--- config.mk ---
export PLATFORM = sky130hd
export DESIGN_NAME = xnc_ram
export DESIGN_NICKNAME = d
export VERILOG_FILES = /design/src/hdl/xml_tag_nesting_checker_top_defines.svh /design/src/hdl/xnc_ram.sv
export SDC_FILE = /design/constraint.sdc
export NUM_CORES = 1
export LEC_CHECK = 0
export BUFFER_PORTS_ARGS = -buffer_cell sky130_fd_sc_hd__buf_2
export CORE_ASPECT_RATIO = 1.1
export CORE_MARGIN = 3
export CORE_UTILIZATION = 25
export CTS_CLUSTER_SIZE = 20
export DETAILED_ROUTE_END_ITERATION = 7
export PLACE_DENSITY_LB_ADDON = 0.05
export SLEW_MARGIN = 5
export SYNTH_ARGS = -nofsm -noshare
export SYNTH_HDL_FRONTEND = slang
export SYNTH_SLANG_ARGS = --single-unit
export TNS_END_PERCENT = 100
--- constraint.sdc ---
create_clock -name clk -period 2.5 [get_ports clk]
set_input_delay 0.5 -clock clk [delete_from_list [all_inputs] [get_ports clk]]
set_output_delay 0.5 -clock clk [all_outputs]
set_load 0.05 [all_outputs]
--- src/hdl/xml_tag_nesting_checker_top_defines.svh ---
// Assertion macros for the XML tag nesting checker.
`ifndef XML_TAG_NESTING_CHECKER_TOP_DEFINES_SVH
`define XML_TAG_NESTING_CHECKER_TOP_DEFINES_SVH
`ifndef SYNTH
`define XNC_ASSERT_IMP(lbl, ante, cons) \
  lbl: assert property (@(posedge clk) disable iff (!rst_n) (ante) |-> (cons)) \
    else $error("assertion failed");
`define XNC_ASSERT_NXT(lbl, ante, cons) \
  lbl: assert property (@(posedge clk) disable iff (!rst_n) (ante) |=> (cons)) \
    else $error("assertion failed");
`else
`define XNC_ASSERT_IMP(lbl, ante, cons)
`define XNC_ASSERT_NXT(lbl, ante, cons)
`endif
`endif

--- src/hdl/xnc_ram.sv ---
// Generic single-write, single-read RAM with registered read data.
module xnc_ram #(
  parameter int WIDTH = 8,
  parameter int DEPTH = 64
) (
  input  logic                     clk,
  input  logic                     we,
  input  logic [$clog2(DEPTH)-1:0] waddr,
  input  logic [WIDTH-1:0]         wdata,
  input  logic [$clog2(DEPTH)-1:0] raddr,
  output logic [WIDTH-1:0]         rdata
);
  logic [WIDTH-1:0] mem [DEPTH];

  always_ff @(posedge clk) begin
    if (we) begin
      mem[waddr] <= wdata;
    end
    rdata <= mem[raddr];
  end
endmodule

==> summary.md, run 1 <==
| Metric | Value |
|---|---|
| Result of the run | complete, no violations |
| Non-filler cells, final | 2234 |
| Max-cap viol count | 0 |
| Initial antenna violation count | 2 |
| Worst hold path startpoint | wdata[0] |
| Final Util | 31.0% |
| GR Overflow Total | 0 |
| Post-synth ARST share | 0% |
| Port Buf Inserts | 29 |
| Post-CTS clock slew at the launch and capture registers of the worst setup and hold paths | 60 ps |
| CTS max path bufs | 3 |
| Max H-tree Level | 2 |
| Iteration count of the initial detailed-routing pass | 4 |
| Number of antenna-violating nets in the routed design | 0 |
| Worst hold path cell count | 2 |
| Number of ports placed on the die boundary | 30 |
| Final setup vio count | 0 |
| Actual slew at the worst max-slew pin | 1010 ps |
| Layout overhead on the synthesized area | 22.3% |
| Routed wl met2 | 28500 um |
| Data arrival time at the worst-slack endpoint | 2600 ps |
| Cell area after synthesis | 0.0202 mm2 |
| HP Class | in2reg |
| Total of hold buffers inserted after clock tree synthesis | 0 |
| Cell family contributing the most delay on the critical path | compound AO/OA/AOI/OAI gates |
| Die Wd | about 280 um |
| Ranking of synthesized cells by area | edfxtp_1 76%, mux4_2 14%, nor2_1 1.5%, mux2i_1 1.1%, dfxtp_1 0.79% |
| CP required | 2950 ps |
| Final weighted congestion in routability-driven placement | around 0.69 |
| Sequential cell area fraction in the yosys report | between 70% and 80% |
| Total Routing Usage GR | about 14% |
| CTS Buf Count | 58 |
| Aggregate routed wire length | 59500 um |
| Portion of total power attributed to sequential cells | 50.0% |
| Largest fanout on the critical path | 1 |
| Setup repair after global routing missed its margin | false |
| Standard cell area after detailed placement | 0.0228 mm2 |
| Via density | 4.47 |
| Area share of the largest cell type after synthesis | between 70% and 80% |
| Number of post-CTS setup repair buffers | 0 |
| Number of standard cells after synthesis | 940 |
| Initial Util | 25.4% |
| Number of hold-slack violations in the final timing report | 0 |
| Mean post-synth cell area | 21.5 um2 |
| Share of total power in combinational logic | about 5.9% |
| Placeable core region | around 0.079 mm2 |
| Final cell area excluding filler cells | 0.0247 mm2 |
| Number of warnings printed during yosys synthesis | 0 |
| Cell type with the highest aggregate area in the netlist | edfxtp_1 |
| Die Area | 0.0841 mm2 |
| Minimum period implied by the final worst setup slack | about 2200 ps |
| Number of buffers and inverters on the critical path | 1 |
| Post-Syn Nets | 962 |
| Critical path endpoint category | register |
| Met1 WL | roughly 28000 um |
| Sw Share | 21.8% |
| Leading cell type in the layout, fill and taps excluded | edfxtp_1 |
| First-pass GRT wire length | ~84000 um |
| Worst Setup Start Kind | register |
| Placement Rows | 108 |
| Post-synthesis sequential element count | 520 |
| TritonCTS clock tree | done |
| Leakage power summed over all cells | 7.90 nW |
| Detailed placer's ending HPWL | 39200 um |
| Clock skew after layout | approximately 15 ps |
| Drt wl/cell | ~27 um |
| CTS sink cnt | 520 |
| Drt initial violations | ~650 |
| Cell type of the slowest stage on the worst timing path | a2111oi_0 |
| Post-layout net count | about 1200 |
| Fmax | 464 MHz |
| Wire length on met3 | 2070 um |
| Largest net degree at the start of global routing | 65 |
| Via count of the first global-routing pass | approximately 11000 |
| Peak supply drop | 481 uV |
| Vert. Die Dim | 304 um |
| Power density of the placed cells | 785 mW/mm2 |
| Resize count post-CTS | 0 |
| Clk root buf | clkbuf_16 |
| Most frequent cells in the layout | 512 x edfxtp_1, 142 x buf_4, 126 x mux4_2 |
| Cell-by-cell trace of the critical path | mux4_2 > nor2b_1 > a2111oi_0 > buf_4 > o41ai_1 |
| Final Max Tran Viols | 0 |
| Smallest hold slack | 367 ps |
| CP max stage delay | 670 ps |
| Depth of the worst register-to-register path | 5 |
| NetSw | between 4 and 5 mW |
| R2r startpoint | mem[1][5] |
| Post-synth top flop | edfxtp_1 |
| Worst slew margin relative to its limit | 32.3% |
| Vias post-DR | 9976 |
| End of the worst hold path | mem[37][0] |
| Flop-to-flop setup slack | 350 ps |
| Critical path class | reg2reg |
| Final Cycle Share | approximately 86% |
| Internal power | 15.1 mW |
| Critical R2R Capture | rdata[5] |
| Number of flops mapped to enable cells by yosys | a little over 500 |
| Dpl cells | 2123 |
| Unique masters post-synth | 40 |
| Clock latency reported for the late side of the worst-skew pair | between 600 and 700 ps |
| Part of the total power dissipated in the clock network | 44.0% |
| # DRC | 0 |
| Proportion of layout cells with a drive suffix above 1 | between 30% and 40% |
| Highest metal used | met4 |
-- power by group through the flow --
stage	registers [mW]	clock network [mW]	logic, mW
2_1_floorplan	9.91	0	0.514
3_3_place_gp	9.87	0	1.20
3_5_place_dp	9.87	0	1.19
4_1_cts	9.69	8.82	1.20
5_1_grt	9.69	9.16	1.24
6_report	9.69	8.52	1.15
-- metrics by stage --
stage                     setup TNS (ps)  setup WS (ps)  power [mW]
after floorplan                        0            332        10.4
after global placement              -927           -285        11.1
after detailed placement           -1030           -282        11.1
after CTS                              0            304        19.7
after global routing                   0            130        20.1
final                                  0            346        19.4
-- area by class of cell --
class | count | area [um2]
Antenna cell | 1 | 2.50
Multi-Input combinational cell | 369 | 4320
Timing Repair Buffer | 189 | 1610
Clock inverter | 28 | 253
Fill cell | 7700 | 54800
Clock buffer | 82 | 1640
Tap cell | 1045 | 1310
Sequential cell | 520 | 15500
-- synth_stat cells, types with 2 or more instances --
library cell	instances
edfxtp_1	512
mux4_2	126
nor2_1	83
mux2i_1	23
nand2_1	19
clkbuf_1	17
nor2b_1	14
buf_4	13
mux2_2	13
nand3_1	13
buf_2	11
dfxtp_1	8
o221ai_1	8
o22ai_1	8
nand2b_1	7
nor3_1	7
a221oi_1	6
a211oi_1	4
buf_1	4
buf_6	4
a21oi_1	3
a22oi_1	3
nand3b_1	3
o2111ai_1	3
o2bb2ai_1	3
a2111oi_0	2
buf_12	2
nand4_1	2
nor4_1	2
o21a_1	2
o21ai_0	2
o21ai_1	2
o221a_2	2
o32ai_1	2
o41ai_1	2
-- kinds of logic (layout without fill, tap and decap cells) --
group / count (synthesis) / in the layout / share of synthesized area [%]
AOI/OAI and AO/OA: 54 / 54 / 2.07
other: 0 / 1 / 0
muxes: 162 / 162 / 15.9
DFF: 520 / 520 / 77.0
buffers and inverters: 51 / 299 / 1.57
and+or+nand+nor: 153 / 153 / 3.39
-- sequential cells by signal, indices dropped and copies added, names as in the netlist --
name   cells
mem      512
rdata      8
-- layer usage --
metal / vias up / GRT usage (%)
met3: 87 / 2.39
li1: 4343 / -
met1: 5390 / 19.4
met5: - / 0
met4: 0 / 3.84
met2: 156 / 22.8
-- how the worst max path moves through the flow --
stage / cells past startpoint / endpoint / from
2_1_floorplan: 7 / rdata[3] / raddr[1]
3_3_place_gp: 7 / rdata[5] / raddr[0]
3_5_place_dp: 7 / rdata[5] / raddr[0]
4_1_cts: 5 / rdata[5] / mem[1][5]
5_1_grt: 5 / rdata[5] / mem[3][5]
6_report: 5 / rdata[5] / mem[1][5]
No activity file was read; power rests on OpenSTA's default activity.
==> run 2, diff against run 1 <==
--- a/config.mk
+++ b/config.mk
@@ -12,6 +12,7 @@
 export CTS_CLUSTER_SIZE = 20
 export DETAILED_ROUTE_END_ITERATION = 7
 export PLACE_DENSITY_LB_ADDON = 0.05
+export REMOVE_ABC_BUFFERS = 1
 export SLEW_MARGIN = 5
 export SYNTH_ARGS = -nofsm -noshare
 export SYNTH_HDL_FRONTEND = slang
==> summary.md, run 2 (synthesized netlist as in run 1, its figures left out) <==
| Metric | Value |
|---|---|
| Result of the run | complete, no violations |
| Actual slew at the worst max-slew pin | about 720 ps |
| Fmax | approximately 460 MHz |
| R2r startpoint | mem[29][4] |
| Total of hold buffers inserted after clock tree synthesis | 0 |
| Placement Rows | 108 |
| Proportion of layout cells with a drive suffix above 1 | 33.9% |
| Dpl cells | around 2100 |
| Registers with the most flip-flops | mem x512, rdata x8 |
| CTS max path bufs | 3 |
| Clk root buf | clkbuf_16 |
| Vias post-DR | 9907 |
| Pre-CTS setup slack | -390 ps |
| Number of fill cells | between 7000 and 8000 |
| # DRC | 0 |
| Layout overhead on the synthesized area | 21.4% |
| Minimum period implied by the final worst setup slack | 2190 ps |
| Setup repair after global routing missed its margin | false |
| End of the worst hold path | rdata[2] |
| Largest register by flop count | mem |
| Number of ports placed on the die boundary | 30 |
| Leading cell type in the layout, fill and taps excluded | edfxtp_1 |
| Critical path class | in2reg |
| Critical path endpoint category | register |
| CP max stage delay | around 660 ps |
| Final setup vio count | 0 |
| Initial Util | between 20% and 30% |
| GR Overflow Total | 0 |
| PnR worst setup slack | 308 ps |
| Worst hold path startpoint | raddr[5] |
| Flop-to-flop setup slack | 370 ps |
| Worst setup path startpoint | raddr[0] |
| Die Wd | 277 um |
| Power density of the placed cells | slightly below 800 mW/mm2 |
| HP Class | in2reg |
| Most frequent cell on the critical path | buf_12 |
| Post-layout net count | 1155 |
| Number of buffers and inverters on the critical path | 4 |
| Clock latency reported for the late side of the worst-skew pair | 610 ps |
| Total Routing Usage GR | 14.0% |
| Vert. Die Dim | roughly 300 um |
| Critical R2R Capture | rdata[4] |
| Final Cycle Share | 87.7% |
| Number of hold-slack violations in the final timing report | 0 |
| CP required | 2990 ps |
| Detailed placer's ending HPWL | 38200 um |
| Cell type of the slowest stage on the worst timing path | a2111oi_0 |
| CTS sink cnt | 520 |
| Drt wl/cell | 26.6 um |
| Largest fanout on the critical path | 18 |
| Cell family contributing the most delay on the critical path | buffers and inverters |
| Resize count post-CTS | 0 |
| Clock skew after layout | 14.4 ps |
| Max-cap viol count | 0 |
| Standard cell area after detailed placement | 0.0227 mm2 |
| Non-filler cells, final | 2225 |
| Worst hold path cell count | 3 |
| Peak supply drop | 503 uV |
| TNS Setup | 0 ps |
| Most frequent cells in the layout | 512 x edfxtp_1, 140 x buf_4, 126 x mux4_2 |
| Final cell area excluding filler cells | between 0.02 and 0.025 mm2 |
| Data arrival time at the worst-slack endpoint | 2680 ps |
| Via density | 4.45 |
| Placeable core region | 0.0795 mm2 |
| Leakage power summed over all cells | 7.81 nW |
| Worst Setup Start Kind | primary input |
| TritonCTS clock tree | done |
| Worst slew margin relative to its limit | 50.7% |
| Post-CTS clock slew at the launch and capture registers of the worst setup and hold paths | 60 ps |
| Aggregate routed wire length | 59200 um |
| Final Max Tran Viols | 0 |
| Max H-tree Level | 2 |
| Final weighted congestion in routability-driven placement | 0.719 |
| Drt initial violations | between 600 and 700 |
| Number of post-CTS setup repair buffers | 0 |
| First-pass GRT wire length | 83700 um |
| Number of antenna-violating nets in the routed design | 0 |
| CTS Buf Count | 57 |
| Port Buf Inserts | 29 |
| Max FFs per register | 512 |
| Largest net degree at the start of global routing | 65 |
| Via count of the first global-routing pass | approximately 11000 |
| Die Area | 0.0841 mm2 |
| Depth of the worst register-to-register path | 6 |
| Cell-by-cell trace of the critical path | buf_8 > buf_12 > buf_12 > mux4_2 > nor2b_1 > a2111oi_0 > buf_4 > o41ai_1 |
| Iteration count of the initial detailed-routing pass | 5 |
| Initial antenna violation count | 10 |
## run 2: cell count changes in the layout (fill, tap and decap cells not counted), sizes merged
cell    change
bufinv      -1
clkinv      +2
diode       +2
inv         +1
buf         -4
clkbuf      -9
## run 2: worst min-delay path, cell delays in order
cell	delay, ps
buf_2	220
nand2_1	120
o2bb2ai_1	60
## run 2: worst max path at each step
stage	depth (start not counted)	slack, ps	end
finish	8	310	rdata[3]
global route	8	150	rdata[3]
CTS	8	280	rdata[3]
detailed placement	8	-390	rdata[3]
global placement	8	-420	rdata[3]
floorplan	5	640	rdata[4]
## run 2: per-stage QoR
stage,utilization [%],power (mW),hold slack (ps)
6_report,30.8,18.9,350
5_1_grt,30.8,19.7,346
4_1_cts,30.8,19.3,315
3_5_place_dp,28.6,11.1,876
3_3_place_gp,28.6,11.1,875
2_1_floorplan,-,10.3,599
## run 2: report_power, final
group	switching, mW	leakage (nW)	internal [mW]	total (mW)
registers	0.0388	4.67	9.65	9.69
logic	0.698	2.27	0.444	1.14
clock network	3.43	0.861	4.68	8.11
## run 2: layout make-up
cell class                      instances  area [um2]  area share [%]
Sequential cell                       520       15500            63.4
Multi-Input combinational cell        369        4320            17.6
Timing Repair Buffer                  185        1560            6.36
Clock inverter                         30         236           0.966
Antenna cell                            3        7.51          0.0307
Clock buffer                           73        1530            6.24
Tap cell                             1045        1310            5.34
## run 2: layer usage
| layer | up-vias | track usage, % | wire length (um) |
|---|---|---|---|
| met5 | - | 0 | 71 |
| met2 | 169 | 23.1 | 28700 |
| met4 | 10 | 2.98 | 1040 |
| met3 | 85 | 2.83 | 2470 |
| li1 | 4315 | - | - |
| met1 | 5328 | 19.1 | 27000 |
