==> src/hdl/xml_tag_nesting_checker_top_defines.svh <==
// Assertion macros for the XML tag nesting checker.
`ifndef XML_TAG_NESTING_CHECKER_TOP_DEFINES_SVH
`define XML_TAG_NESTING_CHECKER_TOP_DEFINES_SVH
`ifndef SYNTH
`define XNC_ASSERT_IMP(lbl, ante, cons) \
  lbl: assert property (@(posedge clk) disable iff (!rst_n) (ante) |-> (cons)) \
    else $error("assertion failed");
`define XNC_ASSERT_NXT(lbl, ante, cons) \
  lbl: assert property (@(posedge clk) disable iff (!rst_n) (ante) |=> (cons)) \
    else $error("assertion failed");
`else
`define XNC_ASSERT_IMP(lbl, ante, cons)
`define XNC_ASSERT_NXT(lbl, ante, cons)
`endif
`endif

==> src/hdl/xnc_pkg.sv <==
// Constants, codes and types shared by the XML tag nesting checker.
package xnc_pkg;
  localparam int MAX_DEPTH = 64;
  localparam int MAX_NAME  = 64;
  localparam int DEPTH_W   = (MAX_DEPTH > 1) ? $clog2(MAX_DEPTH) : 1;
  localparam int NAME_W    = (MAX_NAME > 1) ? $clog2(MAX_NAME) : 1;
  localparam int DCNT_W    = $clog2(MAX_DEPTH + 1);
  localparam int LEN_W     = $clog2(MAX_NAME + 1);
  localparam int ON_AW     = DEPTH_W + NAME_W;

  localparam logic [7:0] CH_LT    = 8'h3C;
  localparam logic [7:0] CH_GT    = 8'h3E;
  localparam logic [7:0] CH_SLASH = 8'h2F;
  localparam logic [7:0] CH_DASH  = 8'h2D;
  localparam logic [7:0] CH_SPACE = 8'h20;
  localparam logic [7:0] CH_QUOTE = 8'h22;

  localparam logic [1:0] KIND_START = 2'd0;
  localparam logic [1:0] KIND_CLOSE = 2'd1;
  localparam logic [1:0] KIND_EMPTY = 2'd2;

  localparam logic [1:0] QC_NONE = 2'd0;
  localparam logic [1:0] QC_EVEN = 2'd1;
  localparam logic [1:0] QC_ODD  = 2'd2;

  typedef struct packed {
    logic                 nb_we;
    logic [NAME_W-1:0]    nb_waddr;
    logic [7:0]           nb_wdata;
    logic [NAME_W-1:0]    nb_raddr;
    logic                 on_we;
    logic [ON_AW-1:0]     on_waddr;
    logic [7:0]           on_wdata;
    logic [ON_AW-1:0]     on_raddr;
    logic                 ol_we;
    logic [DEPTH_W-1:0]   ol_waddr;
    logic [LEN_W-1:0]     ol_wdata;
    logic [DEPTH_W-1:0]   ol_raddr;
  } xnc_mem_req_t;

  typedef struct packed {
    logic [7:0]       nb_rdata;
    logic [7:0]       on_rdata;
    logic [LEN_W-1:0] ol_rdata;
  } xnc_mem_rsp_t;

  function automatic logic is_name_byte(input logic [7:0] c);
    return (c >= 8'h41 && c <= 8'h5A) || (c >= 8'h61 && c <= 8'h7A) ||
           (c >= 8'h30 && c <= 8'h39) || (c == CH_DASH);
  endfunction
endpackage

==> src/hdl/xnc_if.sv <==
// Handshake channels for document bytes and verdicts.
interface xnc_in_if;
  logic       valid;
  logic       ready;
  logic [7:0] ch;
  logic       last;
  modport source (output valid, output ch, output last, input ready);
  modport sink (input valid, input ch, input last, output ready);
endinterface

interface xnc_out_if;
  logic valid;
  logic ready;
  logic well_formed;
  modport source (output valid, output well_formed, input ready);
  modport sink (input valid, input well_formed, output ready);
endinterface

==> src/hdl/xnc_ctrl.sv <==
// Byte parser and tag-matching sequencer of the XML tag nesting checker.
`include "xml_tag_nesting_checker_top_defines.svh"
module xnc_ctrl
  import xnc_pkg::*;
(
  input  logic          clk,
  input  logic          rst_n,
  xnc_in_if.sink        in_bus,
  xnc_out_if.source     out_bus,
  output xnc_mem_req_t  mem_req,
  input  xnc_mem_rsp_t  mem_rsp
);
  typedef enum logic [3:0] {
    S_IDLE, S_LRD, S_LCHK, S_BRD, S_BCHK, S_CRD, S_CWR, S_PUSH, S_FIN, S_DONE
  } state_t;

  state_t              state_r;
  logic                in_tag_r;
  logic [1:0]          kind_r;
  logic [1:0]          quote_r;
  logic [LEN_W-1:0]    len_r;
  logic [DCNT_W-1:0]   depth_r;
  logic                root_closed_r;
  logic                failed_r;
  logic                last_pend_r;
  logic [DCNT_W-1:0]   j_r;
  logic [DCNT_W-1:0]   hi_r;
  logic [LEN_W-1:0]    k_r;
  logic                out_valid_r;
  logic                wf_r;

  logic accept;
  logic append;
  logic gt_go;
  logic [LEN_W-1:0] k_inc;

  assign in_bus.ready        = (state_r == S_IDLE);
  assign accept              = in_bus.valid && in_bus.ready;
  assign out_bus.valid       = out_valid_r;
  assign out_bus.well_formed = wf_r;
  assign k_inc               = k_r + LEN_W'(1);

  assign append = accept && !failed_r && in_tag_r && is_name_byte(in_bus.ch) &&
                  (quote_r == QC_NONE) && (len_r < LEN_W'(MAX_NAME));
  assign gt_go  = accept && !failed_r && (in_bus.ch == CH_GT) && in_tag_r &&
                  (quote_r != QC_ODD);

  always_comb begin
    mem_req.nb_we    = append;
    mem_req.nb_waddr = len_r[NAME_W-1:0];
    mem_req.nb_wdata = in_bus.ch;
    mem_req.nb_raddr = k_r[NAME_W-1:0];
    mem_req.on_we    = (state_r == S_CWR);
    mem_req.on_waddr = {depth_r[DEPTH_W-1:0], k_r[NAME_W-1:0]};
    mem_req.on_wdata = mem_rsp.nb_rdata;
    mem_req.on_raddr = {j_r[DEPTH_W-1:0], k_r[NAME_W-1:0]};
    mem_req.ol_we    = (state_r == S_PUSH);
    mem_req.ol_waddr = depth_r[DEPTH_W-1:0];
    mem_req.ol_wdata = len_r;
    mem_req.ol_raddr = j_r[DEPTH_W-1:0];
  end

  always_ff @(posedge clk) begin
    if (!rst_n) begin
      state_r       <= S_IDLE;
      in_tag_r      <= 1'b0;
      kind_r        <= KIND_START;
      quote_r       <= QC_NONE;
      len_r         <= '0;
      depth_r       <= '0;
      root_closed_r <= 1'b0;
      failed_r      <= 1'b0;
      last_pend_r   <= 1'b0;
      j_r           <= '0;
      hi_r          <= '0;
      k_r           <= '0;
      out_valid_r   <= 1'b0;
      wf_r          <= 1'b0;
    end else begin
      // A verdict that is taken while the next one is loaded stays valid.
      if (out_valid_r && out_bus.ready && state_r != S_DONE) begin
        out_valid_r <= 1'b0;
      end
      unique case (state_r)
        S_IDLE: begin
          if (accept) begin
            last_pend_r <= in_bus.last;
            if (append) begin
              len_r <= len_r + LEN_W'(1);
            end
            if (!failed_r) begin
              if (in_bus.ch == CH_LT) begin
                if (in_tag_r || root_closed_r) begin
                  failed_r <= 1'b1;
                end else begin
                  in_tag_r <= 1'b1;
                end
              end else if (in_bus.ch == CH_GT) begin
                if (!gt_go) begin
                  failed_r <= 1'b1;
                end
              end else if (in_tag_r) begin
                if (in_bus.ch == CH_SLASH) begin
                  kind_r <= (len_r != '0) ? KIND_EMPTY : KIND_CLOSE;
                end else if (is_name_byte(in_bus.ch) && quote_r == QC_NONE) begin
                  if (!append) begin
                    failed_r <= 1'b1;
                  end
                end else if (in_bus.ch == CH_SPACE) begin
                  quote_r <= QC_EVEN;
                end else if (in_bus.ch == CH_QUOTE && quote_r != QC_NONE) begin
                  quote_r <= (quote_r == QC_EVEN) ? QC_ODD : QC_EVEN;
                end
              end
            end
            if (gt_go) begin
              hi_r <= depth_r;
              j_r  <= '0;
              if (kind_r == KIND_START && depth_r >= DCNT_W'(MAX_DEPTH)) begin
                failed_r <= 1'b1;
                state_r  <= S_FIN;
              end else if (kind_r == KIND_CLOSE) begin
                if (depth_r == '0) begin
                  failed_r <= 1'b1;
                  state_r  <= S_FIN;
                end else begin
                  // A close tag is only checked against the top entry.
                  j_r     <= depth_r - DCNT_W'(1);
                  state_r <= S_LRD;
                end
              end else begin
                state_r <= S_LRD;
              end
            end else if (in_bus.last) begin
              state_r <= S_DONE;
            end
          end
        end
        S_LRD: begin
          if (j_r >= hi_r) begin
            // No open entry matched the collected name.
            k_r <= '0;
            if (kind_r == KIND_START) begin
              state_r <= (len_r == '0) ? S_PUSH : S_CRD;
            end else begin
              if (kind_r == KIND_CLOSE) begin
                failed_r <= 1'b1;
              end
              state_r <= S_FIN;
            end
          end else begin
            state_r <= S_LCHK;
          end
        end
        S_LCHK: begin
          if (mem_rsp.ol_rdata != len_r) begin
            j_r     <= j_r + DCNT_W'(1);
            state_r <= S_LRD;
          end else if (len_r == '0) begin
            if (kind_r == KIND_CLOSE) begin
              depth_r       <= depth_r - DCNT_W'(1);
              root_closed_r <= (depth_r == DCNT_W'(1));
            end else begin
              failed_r <= 1'b1;
            end
            state_r <= S_FIN;
          end else begin
            k_r     <= '0;
            state_r <= S_BRD;
          end
        end
        S_BRD: begin
          state_r <= S_BCHK;
        end
        S_BCHK: begin
          if (mem_rsp.nb_rdata != mem_rsp.on_rdata) begin
            j_r     <= j_r + DCNT_W'(1);
            state_r <= S_LRD;
          end else if (k_inc == len_r) begin
            if (kind_r == KIND_CLOSE) begin
              depth_r       <= depth_r - DCNT_W'(1);
              root_closed_r <= (depth_r == DCNT_W'(1));
            end else begin
              failed_r <= 1'b1;
            end
            state_r <= S_FIN;
          end else begin
            k_r     <= k_inc;
            state_r <= S_BRD;
          end
        end
        S_CRD: begin
          state_r <= S_CWR;
        end
        S_CWR: begin
          k_r     <= k_inc;
          state_r <= (k_inc == len_r) ? S_PUSH : S_CRD;
        end
        S_PUSH: begin
          depth_r <= depth_r + DCNT_W'(1);
          state_r <= S_FIN;
        end
        S_FIN: begin
          in_tag_r <= 1'b0;
          kind_r   <= KIND_START;
          quote_r  <= QC_NONE;
          len_r    <= '0;
          state_r  <= last_pend_r ? S_DONE : S_IDLE;
        end
        S_DONE: begin
          // Waits here while the previous verdict has not been taken.
          if (!out_valid_r || out_bus.ready) begin
            out_valid_r   <= 1'b1;
            wf_r          <= !failed_r && (depth_r == '0) && !in_tag_r;
            in_tag_r      <= 1'b0;
            kind_r        <= KIND_START;
            quote_r       <= QC_NONE;
            len_r         <= '0;
            depth_r       <= '0;
            root_closed_r <= 1'b0;
            failed_r      <= 1'b0;
            last_pend_r   <= 1'b0;
            state_r       <= S_IDLE;
          end
        end
        default: begin
          state_r <= S_IDLE;
        end
      endcase
    end
  end

  `XNC_ASSERT_IMP(a_busy_not_ready, state_r != S_IDLE, !in_bus.ready)
  `XNC_ASSERT_IMP(a_push_fits, state_r == S_PUSH, depth_r < DCNT_W'(MAX_DEPTH))
  `XNC_ASSERT_IMP(a_copy_in_name, state_r == S_CWR, k_r < len_r)
  `XNC_ASSERT_NXT(a_done_clears, state_r == S_DONE && (!out_valid_r || out_bus.ready), depth_r == '0 && !failed_r && out_valid_r)
endmodule
==> src/flat_wrapper.sv <==
// flat-port wrapper written by rule: the top's interface ports become plain ports
module xnc_ctrl_flat import xnc_pkg::*;
  (clk, rst_n, mem_req, mem_rsp, in_bus_valid, in_bus_ch, in_bus_last, in_bus_ready, out_bus_valid, out_bus_well_formed, out_bus_ready);
  xnc_in_if in_bus_i ();
  xnc_out_if out_bus_i ();
  input  logic clk;
  input  logic rst_n;
  output xnc_mem_req_t mem_req;
  input  xnc_mem_rsp_t mem_rsp;
  input wire logic [$bits(in_bus_i.valid)-1:0] in_bus_valid;
  input wire logic [$bits(in_bus_i.ch)-1:0] in_bus_ch;
  input wire logic [$bits(in_bus_i.last)-1:0] in_bus_last;
  output wire logic [$bits(in_bus_i.ready)-1:0] in_bus_ready;
  output wire logic [$bits(out_bus_i.valid)-1:0] out_bus_valid;
  output wire logic [$bits(out_bus_i.well_formed)-1:0] out_bus_well_formed;
  input wire logic [$bits(out_bus_i.ready)-1:0] out_bus_ready;
  assign in_bus_i.valid = in_bus_valid;
  assign in_bus_i.ch = in_bus_ch;
  assign in_bus_i.last = in_bus_last;
  assign in_bus_ready = in_bus_i.ready;
  assign out_bus_valid = out_bus_i.valid;
  assign out_bus_well_formed = out_bus_i.well_formed;
  assign out_bus_i.ready = out_bus_ready;
  xnc_ctrl u_core (.clk(clk), .rst_n(rst_n), .in_bus(in_bus_i), .out_bus(out_bus_i), .mem_req(mem_req), .mem_rsp(mem_rsp));
endmodule
==> config.mk <==
export PLATFORM = sky130hd
export DESIGN_NAME = xnc_ctrl_flat
export DESIGN_NICKNAME = d
export VERILOG_FILES = /design/src/hdl/xnc_pkg.sv /design/src/hdl/xnc_if.sv /design/src/hdl/xnc_ctrl.sv /design/src/flat_wrapper.sv
export VERILOG_INCLUDE_DIRS = /design/src /design/src/hdl
export SDC_FILE = /design/constraint.sdc
export NUM_CORES = 1
export LEC_CHECK = 0
export BUFFER_PORTS_ARGS = -buffer_cell sky130_fd_sc_hd__clkbuf_2
export CAP_MARGIN = 25
export CORE_AREA = 2 2 86 149
export DETAILED_ROUTE_END_ITERATION = 8
export DIE_AREA = 0 0 88 151
export PLACE_DENSITY = 0.71
export SYNTH_ARGS = -nofsm -noshare
export SYNTH_HDL_FRONTEND = slang
export SYNTH_SLANG_ARGS = --single-unit
export TNS_END_PERCENT = 1
==> constraint.sdc <==
create_clock -name clk -period 2.2 [get_ports clk]
set_input_delay 0.33 -clock clk [delete_from_list [all_inputs] [get_ports clk]]
set_output_delay 0.33 -clock clk [all_outputs]
set_load 0.01 [all_outputs]
==> metrics.txt, run 1 <==
status=complete, but fails checks; violated checks=setup timing; worst setup margin=-50.00 ps; initial antenna violation count=0; Netlist cell types=70; boundary pin count=113; Post-Syn Nets=607; Die H=151 um; Worst Hold Path EP=u_core.last_pend_r$_SDFFE_PN0P_; crit path max fanout=6; Pleak=2.281 nW; Avg WL per Cell=15.19 um; Max VDD drop=0.3162 mV; cts hold-fix bufs=0; nets=712; Final Hold Viols=0; final setup violation count=9; CTS Buf Count=5; Final Util=44.55%; NetSw=1.738 mW; share of the synthesized area in the top cell type=23.09%; worst-case reg-to-reg path depth=8; final period utilization=102.3%; Die Wd=88 um; TNS Setup=-156.5 ps; top_reg_cell synth=dfxtp_1; total die area=0.01329 mm^2; Setup Slack @ Placement=-123.2 ps; dpl hpwl=9.699 mm; clk_skew=9.779 ps; Clk network pwr share=18.4%; PortBufs=112; Worst EP arrival=2420 ps; post-synthesis async set-or-reset flop share=0%; synth top area cells=dfxtp_1 23%, buf_4 11%, a21oi_1 4.4%; CTS tree=yes; CTS H-Tree Depth=2; most frequent cells in the layout=111 x clkbuf_2, 80 x buf_4, 44 x nor2_1; synthesis-to-finish area growth=25.89%; launch point of the worst reg-to-reg path=u_core.k_r[0]$_SDFFE_PN0P_; Clk Latency, worst-skew pair=300 ps; Worst-path clk slew=70 ps; Routed Antenna Nets=0; FF+latch count, synth=49; Seq/Total Area, Yosys=23.09%; reg2reg setup slack=-50 ps; DR vias=4469; final WL=12.58 mm; R2R Path End=u_core.depth_r[3]$_SDFFE_PN0P_; finished layout cell area=0.005348 mm^2; unrepaired setup endpoints after global routing=yes; row cnt=53; HP Start=in_bus_last; DR iter-0 viols=460; DP Area=0.004985 mm^2; Worst Max-Slew Pin Slew=818.7 ps; vias in the first global route=4119; Power Dens Cells=780.1 mW/mm^2; Avg Cell Area, Syn=7.626 um^2; GRT Util Overall=18.68%; clk sinks=49; hold depth=3; Vias/cell=5.397; fraction of layout cells with a size suffix above 1=36.95%; first-pass GRT wire length=19.76 mm; largest area contributor in the netlist=dfxtp_1; initial core utilization=35.39%; Min-Delay Path Class=in2reg; crit path launch type=register; CTS root buf=clkbuf_16; Comb power frac=55.6%; Residual DRC=0; Max-Cap Viols=0; Clock Path Buffers=2; f_max=0.4444 GHz; post-route minimum period=2250 ps; largest net degree at the start of global routing=32; CP Capture Type=register; Power Internal=2.433 mW; most common cell after layout, fill and taps aside=clkbuf_2; core area=0.01200 mm^2; total gr overflow=0; Rel. slew slack=45.00%; ANT cells=0; Pre-Repair DR Iteration Count=5; synthesized cell area=0.004248 mm^2; worst path required time=2370 ps; sw frac=41.67%; Mapped Cells=557; WS Path Type=reg2reg; Max Slew Vio Count=0; EDFF count, synth=0; RePlAce Congestion=0.9427; sequential share of power=26.1%; synth warn=0
cells by family after synthesis:
group	after synthesis	synth area share (%)
mux	11	2.622
flops	49	23.09
fa+ha+maj	14	4.124
xor+xnor	32	6.598
compound gates	133	21.92
simple gates	198	24.51
buf+inv	120	17.14
per-stage QoR:
stage	hold slack [ps]	total power [mW]	std cells
3_5_place_dp	448.6	3.259	816
4_1_cts	326.3	4.079	826
3_3_place_gp	443.8	3.248	816
2_1_floorplan	436.3	2.576	557
6_report	336.4	4.172	828
5_1_grt	375.4	4.429	828
cells in the mapped netlist (all sizes together) (3+ instances only):
cell type and n:
and3b 3, a21oi 37, xnor2 16, inv 22
nand4b 3, and2 4, ha 14, xor2 16
a41oi 3, nor2b 7, o31a 3, mux2i 10
o21a 5, nor3b 4, o22ai 5, o21ai 19
a32oi 3, nand2 38, a31oi 6, o311ai 3
nand2b 5, a32o 7, o32ai 3, buf 73
a221oi 4, nand3 21, clkbuf 24, nor3 21
o211ai 3, nand4 11, nor4 10, and3 8
o31ai 11, nor2 46, dfxtp 49, a211oi 3
worst max-delay path, cell delays in order, from the launching register on:
cell and delay [ps]:
dfxtp_2 350, ha_4 170, and3b_1 170, o221a_2 220, o2111ai_4 140, o31a_1 380, buf_6 160, o311ai_0 380
o31ai_1 140
repair_timing:
item	in CTS	in global routing
setup buffers	2	1
resized for setup	15	30
pin swaps	11	17
endpoints found under the setup margin	21	28
cloned	0	1
flip-flops by register name, summed over array words and instances (netlist names):
register,cells
u_core.last_pend_r,1
u_core.root_closed_r,1
u_core.len_r,7
u_core.failed_r,1
u_core.hi_r,7
u_core.k_r,7
u_core.depth_r,7
u_core.in_tag_r,1
u_core.state_r,4
u_core.out_bus.valid,1
u_core.out_bus.well_formed,1
u_core.kind_r,2
u_core.quote_r,2
u_core.j_r,7
cell type report:
class / instances / area [um^2]
tap: 165 / 206.4
fill: 1153 / 6655
clock inverter: 3 / 17.52
timing repair buffer: 195 / 1195
multi-input combinational: 388 / 2724
sequential: 49 / 988.4
clock buffer: 5 / 125.1
inverter: 23 / 91.34
worst max path at each step:
stage                                   startpoint                              to  cells after the start
floorplan           u_core.state_r[2]$_SDFFE_PN0P_      u_core.j_r[6]$_SDFFE_PN0P_                     11
global placement    u_core.state_r[1]$_SDFFE_PN0P_      u_core.j_r[2]$_SDFFE_PN0P_                      8
detailed placement  u_core.state_r[1]$_SDFFE_PN0P_      u_core.j_r[2]$_SDFFE_PN0P_                      8
CTS                 u_core.state_r[1]$_SDFFE_PN0P_                     mem_req[73]                      8
global route          u_core.len_r[2]$_SDFFE_PN0P_  u_core.depth_r[0]$_SDFFE_PN0P_                      7
finish                  u_core.k_r[0]$_SDFFE_PN0P_  u_core.depth_r[3]$_SDFFE_PN0P_                      8
power by group through the flow:
| stage | sequential, mW | clock (mW) | combinational [mW] |
|---|---|---|---|
| global placement | 1.10 | 0 | 2.14 |
| detailed placement | 1.10 | 0 | 2.15 |
| CTS | 1.08 | 0.777 | 2.22 |
| global route | 1.10 | 0.804 | 2.52 |
| finish | 1.09 | 0.766 | 2.32 |
| floorplan | 1.10 | 0 | 1.48 |
metal layers:
| layer | GRT usage (%) | vias to the layer above | share of wire [%] |
|---|---|---|---|
| li1 | - | 2167 | - |
| met1 | 19.71 | 2091 | 38 |
| met2 | 34.92 | 169 | 53 |
| met3 | 1.798 | 42 | 4.7 |
| met4 | 10.62 | 0 | 4.8 |
| met5 | 0 | - | 0 |
No activity file was read; power rests on OpenSTA's default activity.
==> inputs of run 2 (changes only) <==
--- a/config.mk
+++ b/config.mk
@@ -8,10 +8,10 @@
 export LEC_CHECK = 0
 export BUFFER_PORTS_ARGS = -buffer_cell sky130_fd_sc_hd__clkbuf_2
 export CAP_MARGIN = 25
-export CORE_AREA = 2 2 86 149
+export CORE_AREA = 2 2 74 129
 export DETAILED_ROUTE_END_ITERATION = 8
-export DIE_AREA = 0 0 88 151
-export PLACE_DENSITY = 0.71
+export DIE_AREA = 0 0 76 131
+export PLACE_DENSITY = 0.88
 export SYNTH_ARGS = -nofsm -noshare
 export SYNTH_HDL_FRONTEND = slang
 export SYNTH_SLANG_ARGS = --single-unit
==> run 2 against run 1 <==
Effect of this change: critical endpoint is now mem_req[73]; core utilization grew 15 points; global-route usage grew 6.3 points; the run still ends with setup timing left; sequential power is essentially flat; routed wire length grew 9.7%; sequential share of layout area grew 0.076 points.
==> metrics.txt, run 2 (synthesis gave the netlist of run 1 again) <==
Worst Max-Slew Pin Slew=736.5 ps (was 818.7 ps); worst setup margin=-76.76 ps (was -50.00 ps); worst hold slack=358.8 ps (was 336.4 ps); synthesis-to-finish area growth=25.54% (was 25.89%); PnR Total Power=4.331 mW (was 4.172 mW); Rel. slew slack=50.52% (was 45.00%); dpl hpwl=9.924 mm (was 9.699 mm); Final Hold Viols=0 (unchanged); CP Capture Type=output pin (was register); most frequent cells in the layout=111 x clkbuf_2, 76 x buf_4, 44 x nor2_1 (was 111 x clkbuf_2, 80 x buf_4, 44 x nor2_1); Power Dens Cells=812.1 mW/mm^2 (was 780.1 mW/mm^2); reg2reg setup slack=-70 ps (was -50 ps); total die area=0.009956 mm^2 (was 0.01329 mm^2); Max VDD drop=0.5017 mV (was 0.3162 mV); Worst-path clk slew=70 ps (about the same); Die Wd=76 um (was 88 um); fillers=731 (was 1153); hold depth=3 (unchanged); DR vias=4831 (was 4469); Clk Latency, worst-skew pair=300 ps (about the same); Pleak=2.260 nW (was 2.281 nW); status=complete, but fails checks (unchanged); CTS H-Tree Depth=2 (unchanged); unrepaired setup endpoints after global routing=yes (unchanged); total gr overflow=0 (unchanged); largest net degree at the start of global routing=32 (unchanged); CTS tree=yes (unchanged); Min-Delay Path Class=in2reg (unchanged); Pre-Repair DR Iteration Count=5 (unchanged); clk sinks=49 (unchanged); nets=707 (was 712); cts hold-fix bufs=0 (unchanged); Max Slew Vio Count=0 (unchanged); Avg WL per Cell=17.75 um (was 15.19 um); CTS Buf Count=5 (unchanged); crit path max fanout=2 (was 6); Worst EP arrival=1950 ps (was 2420 ps); Residual DRC=0 (unchanged); fraction of layout cells with a size suffix above 1=38.20% (was 36.95%); ANT cells=0 (unchanged); worst path required time=1870 ps (was 2370 ps); final WL=13.79 mm (was 12.58 mm); boundary pin count=113 (unchanged); most common cell after layout, fill and taps aside=clkbuf_2 (unchanged); final setup violation count=7 (was 9); post-route minimum period=2277 ps (was 2250 ps); vias in the first global route=4568 (was 4119); row cnt=46 (was 53); Routed Antenna Nets=0 (unchanged); first-pass GRT wire length=20.38 mm (was 19.76 mm); initial antenna violation count=0 (unchanged); final period utilization=103.5% (was 102.3%); Clock Path Buffers=2 (unchanged); WS Path Type=reg2out (was reg2reg); core area=0.008921 mm^2 (was 0.01200 mm^2); DR iter-0 viols=357 (was 460); violated checks=setup timing (unchanged); Setup crit start=u_core.state_r[1]$_SDFFE_PN0P_ (was u_core.k_r[0]$_SDFFE_PN0P_); worst-case reg-to-reg path depth=8 (unchanged); Vias/cell=6.218 (was 5.397); PortBufs=112 (unchanged); initial core utilization=47.62% (was 35.39%); f_max=0.4392 GHz (was 0.4444 GHz); Worst Hold Path EP=u_core.out_bus.valid$_SDFF_PN0_ (was u_core.last_pend_r$_SDFFE_PN0P_); HP Start=out_bus_ready (was in_bus_last); clk_skew=7.865 ps (was 9.779 ps); launch point of the worst reg-to-reg path=u_core.k_r[1]$_SDFFE_PN0P_ (was u_core.k_r[0]$_SDFFE_PN0P_); CTS root buf=clkbuf_16 (unchanged); GRT Util Overall=24.93% (was 18.68%); RePlAce Congestion=0.9217 (was 0.9427); crit path launch type=register (unchanged); R2R Path End=u_core.failed_r$_SDFFE_PN0P_ (was u_core.depth_r[3]$_SDFFE_PN0P_); Max-Cap Viols=0 (unchanged); Die H=131 um (was 151 um)
run 2: cell types whose count changed in the layout (fill, tap and decap cells not counted), moves of 2 or more:
| cell | before | now |
|---|---|---|
| buf_4 | 80 | 76 |
| clkinv_2 | 2 | 0 |
| nand3_1 | 21 | 19 |
| nand3_2 | 0 | 2 |
| nor4_1 | 7 | 9 |
| nor4_4 | 2 | 0 |
| o21ai_0 | 15 | 13 |
| o31ai_1 | 10 | 8 |
| o31ai_2 | 1 | 3 |
run 2: power by group:
group	internal (mW)	switching, mW
logic	1.05	1.38
registers	0.986	0.128
clock network	0.447	0.344
run 2: routing by layer:
metal / part of all wire, % / up-vias / track usage [%]
met1: 33 / 2296 / 23.34
met3: 5.6 / 84 / 3.297
li1: - / 2173 / -
met5: 0 / - / 0
met4: 5.4 / 0 / 17.86
met2: 56 / 278 / 49.53
run 2: worst max-delay path by stage:
stage	end	slack, ps
floorplan	u_core.j_r[6]$_SDFFE_PN0P_	-140
finish	mem_req[73]	-80
detailed placement	u_core.depth_r[6]$_SDFFE_PN0P_	-160
global placement	u_core.depth_r[6]$_SDFFE_PN0P_	-150
CTS	mem_req[73]	-60
global route	u_core.depth_r[0]$_SDFFE_PN0P_	-210
run 2: critical path, stage by stage, from the launching register on:
cell	delay, ps
dfxtp_2	320
or3_4	390
or2_4	260
clkinv_4	60
buf_6	90
nand4b_1	130
buf_4	180
nor2_4	100
buf_6	110
run 2: area by class of cell:
cell class                 instances  area (um^2)  share of cell area [%]
sequential                        49        989.7                   18.56
multi-input combinational        388         2795                   52.42
tap                              120        150.1                   2.816
inverter                          23        91.34                   1.713
clock buffer                       6        138.9                   2.604
timing repair buffer             190         1160                   21.75
clock inverter                     1        7.507                  0.1408
run 2: through the flow:
stage	cells	setup slack, ps	instance area (um^2)	TNS (ps)	utilization [%]
final	777	-76.76	5333	-331.8	59.78
after global routing	777	-212.2	5333	-1857	59.78
after CTS	776	-60.35	5125	-330.0	57.45
after detailed placement	765	-160.7	4883	-2315	54.74
after global placement	765	-149.8	4883	-1288	54.74
after floorplan	557	-144.4	4264	-1975	-
run 2: repair_timing:
action	CTS	global route
hold endpoints to repair	0	0
pin swaps	7	15
endpoints found under the setup margin	24	35
buffers inserted	4	1
resized for setup	19	42
==> inputs of run 3 (changes only) <==
--- a/config.mk
+++ b/config.mk
@@ -8,9 +8,9 @@
 export LEC_CHECK = 0
 export BUFFER_PORTS_ARGS = -buffer_cell sky130_fd_sc_hd__clkbuf_2
 export CAP_MARGIN = 25
-export CORE_AREA = 2 2 74 129
+export CORE_AREA = 4 4 76 131
 export DETAILED_ROUTE_END_ITERATION = 8
-export DIE_AREA = 0 0 76 131
+export DIE_AREA = 0 0 80 135
 export PLACE_DENSITY = 0.88
 export SYNTH_ARGS = -nofsm -noshare
 export SYNTH_HDL_FRONTEND = slang
==> run 3 against run 2 <==
Effect of this change: the run still ends with setup timing left; die area grew 8.5%; flip-flop and latch count is the same; worst hold slack gained 0.82 ps; cell count grew 0.26%; maximum frequency shrank 0.56%; register-to-register slack lost 20 ps; critical path depth is the same.
==> metrics.txt, run 3 (synthesis gave the netlist of run 1 again) <==
clk_skew=9.418 ps (was 7.865 ps); Final Hold Viols=0 (unchanged); Avg WL per Cell=17.39 um (was 17.75 um); crit path launch type=register (unchanged); synthesis-to-finish area growth=23.80% (was 25.54%); violated checks=setup timing (unchanged); CTS H-Tree Depth=2 (unchanged); GRT Util Overall=23.80% (was 24.93%); fillers=765 (was 731); total gr overflow=0 (unchanged); vias in the first global route=4532 (was 4568); CTS tree=yes (unchanged); Largest stage delay, worst path=470 ps (was 390 ps); Pre-Repair DR Iteration Count=5 (unchanged); Max Slew Vio Count=0 (unchanged); CP Capture Type=register (was output pin); final cell count without fillers=779 (was 777); Max-Cap Viols=0 (unchanged); clk sinks=49 (unchanged); dpl cells=765 (unchanged); Worst-path clk slew=70 ps (about the same); Slowest cell on crit path=or4_4 (was or3_4); worst path required time=2430 ps (was 1870 ps); boundary pin count=113 (unchanged); Power Dens Cells=798.0 mW/mm^2 (was 812.1 mW/mm^2); post-route minimum period=2290 ps (was 2277 ps); PortBufs=112 (unchanged); CP delay by family, top=simple AND/OR/NAND/NOR gates (unchanged); Worst EP arrival=2520 ps (was 1950 ps); initial core utilization=47.31% (was 47.62%); nets=708 (was 707); f_max=0.4368 GHz (was 0.4392 GHz); Die Wd=80 um (was 76 um); row cnt=46 (unchanged); largest net degree at the start of global routing=32 (unchanged); Clk Latency, worst-skew pair=300 ps (about the same); final period utilization=104.1% (was 103.5%); Clock Path Buffers=2 (unchanged); final WL=13.55 mm (was 13.79 mm); DR vias=4737 (was 4831); worst hold slack=359.6 ps (was 358.8 ps); Worst Max-Slew Pin Slew=708.1 ps (was 736.5 ps); Max VDD drop=0.4227 mV (was 0.5017 mV); RePlAce Congestion=1.007 (was 0.9217); most common cell after layout, fill and taps aside=clkbuf_2 (unchanged); total die area=0.01080 mm^2 (was 0.009956 mm^2); Vias/cell=6.081 (was 6.218); CTS Buf Count=5 (unchanged); fraction of layout cells with a size suffix above 1=36.72% (was 38.20%); crit path max fanout=6 (was 2); status=complete, but fails checks (unchanged); most frequent cells in the layout=111 x clkbuf_2, 77 x buf_4, 43 x nor2_1, 43 x dfxtp_1, 38 x nand2_1 (was 111 x clkbuf_2, 76 x buf_4, 44 x nor2_1); Rel. slew slack=52.43% (was 50.52%); WS Path Type=reg2reg (was reg2out); Final Util=58.57% (was 59.78%); ANT cells=0 (unchanged); initial antenna violation count=0 (unchanged); Residual DRC=0 (unchanged); DR iter-0 viols=278 (was 357); core area=0.008979 mm^2 (was 0.008921 mm^2); worst setup margin=-89.63 ps (was -76.76 ps); unrepaired setup endpoints after global routing=yes (unchanged); Pleak=2.250 nW (was 2.260 nW); worst path buffer plus inverter count=1 (was 4); final setup violation count=6 (was 7); Routed Antenna Nets=0 (unchanged); dpl hpwl=10.06 mm (was 9.924 mm); CTS root buf=clkbuf_16 (unchanged); CP cell instances=ha_4 -> and3_1 -> and4_1 -> o22ai_2 -> o31a_1 -> buf_6 -> or4_4 -> a21oi_2 (was or3_4 -> or2_4 -> clkinv_4 -> buf_6 -> nand4b_1 -> buf_4 -> nor2_4 -> buf_6); first-pass GRT wire length=20.84 mm (was 20.38 mm); Min-Delay Path Class=in2reg (unchanged); PnR Total Power=4.197 mW (was 4.331 mW); Die H=135 um (was 131 um)
[run 3: metrics by stage]
step	TNS (ps)	worst slack (ps)	area [um^2]
3_5_place_dp	-1769	-143.4	4883
4_1_cts	-354.0	-69.96	5097
3_3_place_gp	-544.3	-91.52	4883
6_report	-236.1	-89.63	5259
2_1_floorplan	-1975	-144.4	4264
5_1_grt	-1274	-150.1	5259
[run 3: layer usage]
metal  track usage (%)  wire, um
met4             15.51       775
met1             23.26      4631
met3             2.870       709
met2             45.11      7432
met5                 0         0
[run 3: repair_timing]
action | 4_1_cts | 5_1_grt
gates cloned | 0 | 0
hold buffers | 0 | 0
gates resized for setup | 13 | 34
setup endpoints to repair | 24 | 32
hold endpoints to repair | 0 | 0
buffers inserted | 3 | 3
pin swaps | 5 | 18
[run 3: path summary, 6_finish.rpt]
check             slack, ps                        start                              end  cells after the start
hold / removal          360                  in_bus_last  u_core.last_pend_r$_SDFFE_PN0P_                      3
setup reg to reg        -90   u_core.k_r[1]$_SDFFE_PN0P_   u_core.depth_r[0]$_SDFFE_PN0P_                      8
hold reg to reg         460  u_core.hi_r[2]$_SDFFE_PN0P_      u_core.hi_r[2]$_SDFFE_PN0P_                      2
setup / recovery        -90   u_core.k_r[1]$_SDFFE_PN0P_   u_core.depth_r[0]$_SDFFE_PN0P_                      8
[run 3: power by group]
group / leakage, nW / internal, mW / switching (mW)
registers: 0.399 / 0.984 / 0.123
clock network: 0.0702 / 0.424 / 0.360
logic: 1.78 / 1.01 / 1.30
total: 2.25 / 2.41 / 1.78
[run 3: layout make-up]
| cell class | instances | area [um^2] | share of cell area (%) |
|---|---|---|---|
| clock buffer | 5 | 125.1 | 2.379 |
| tap | 120 | 150.1 | 2.855 |
| clock inverter | 3 | 21.27 | 0.4045 |
| sequential | 49 | 988.4 | 18.80 |
| timing repair buffer | 191 | 1167 | 22.20 |
| multi-input combinational | 388 | 2715 | 51.63 |
| inverter | 23 | 91.34 | 1.737 |
[run 3: worst min-delay path: cells and delay by family]
family / cells / cell delay (ps)
AO/OA/AOI/OAI: 1 / 60
AND/OR/NAND/NOR: 1 / 90
buffers and inverters: 1 / 120
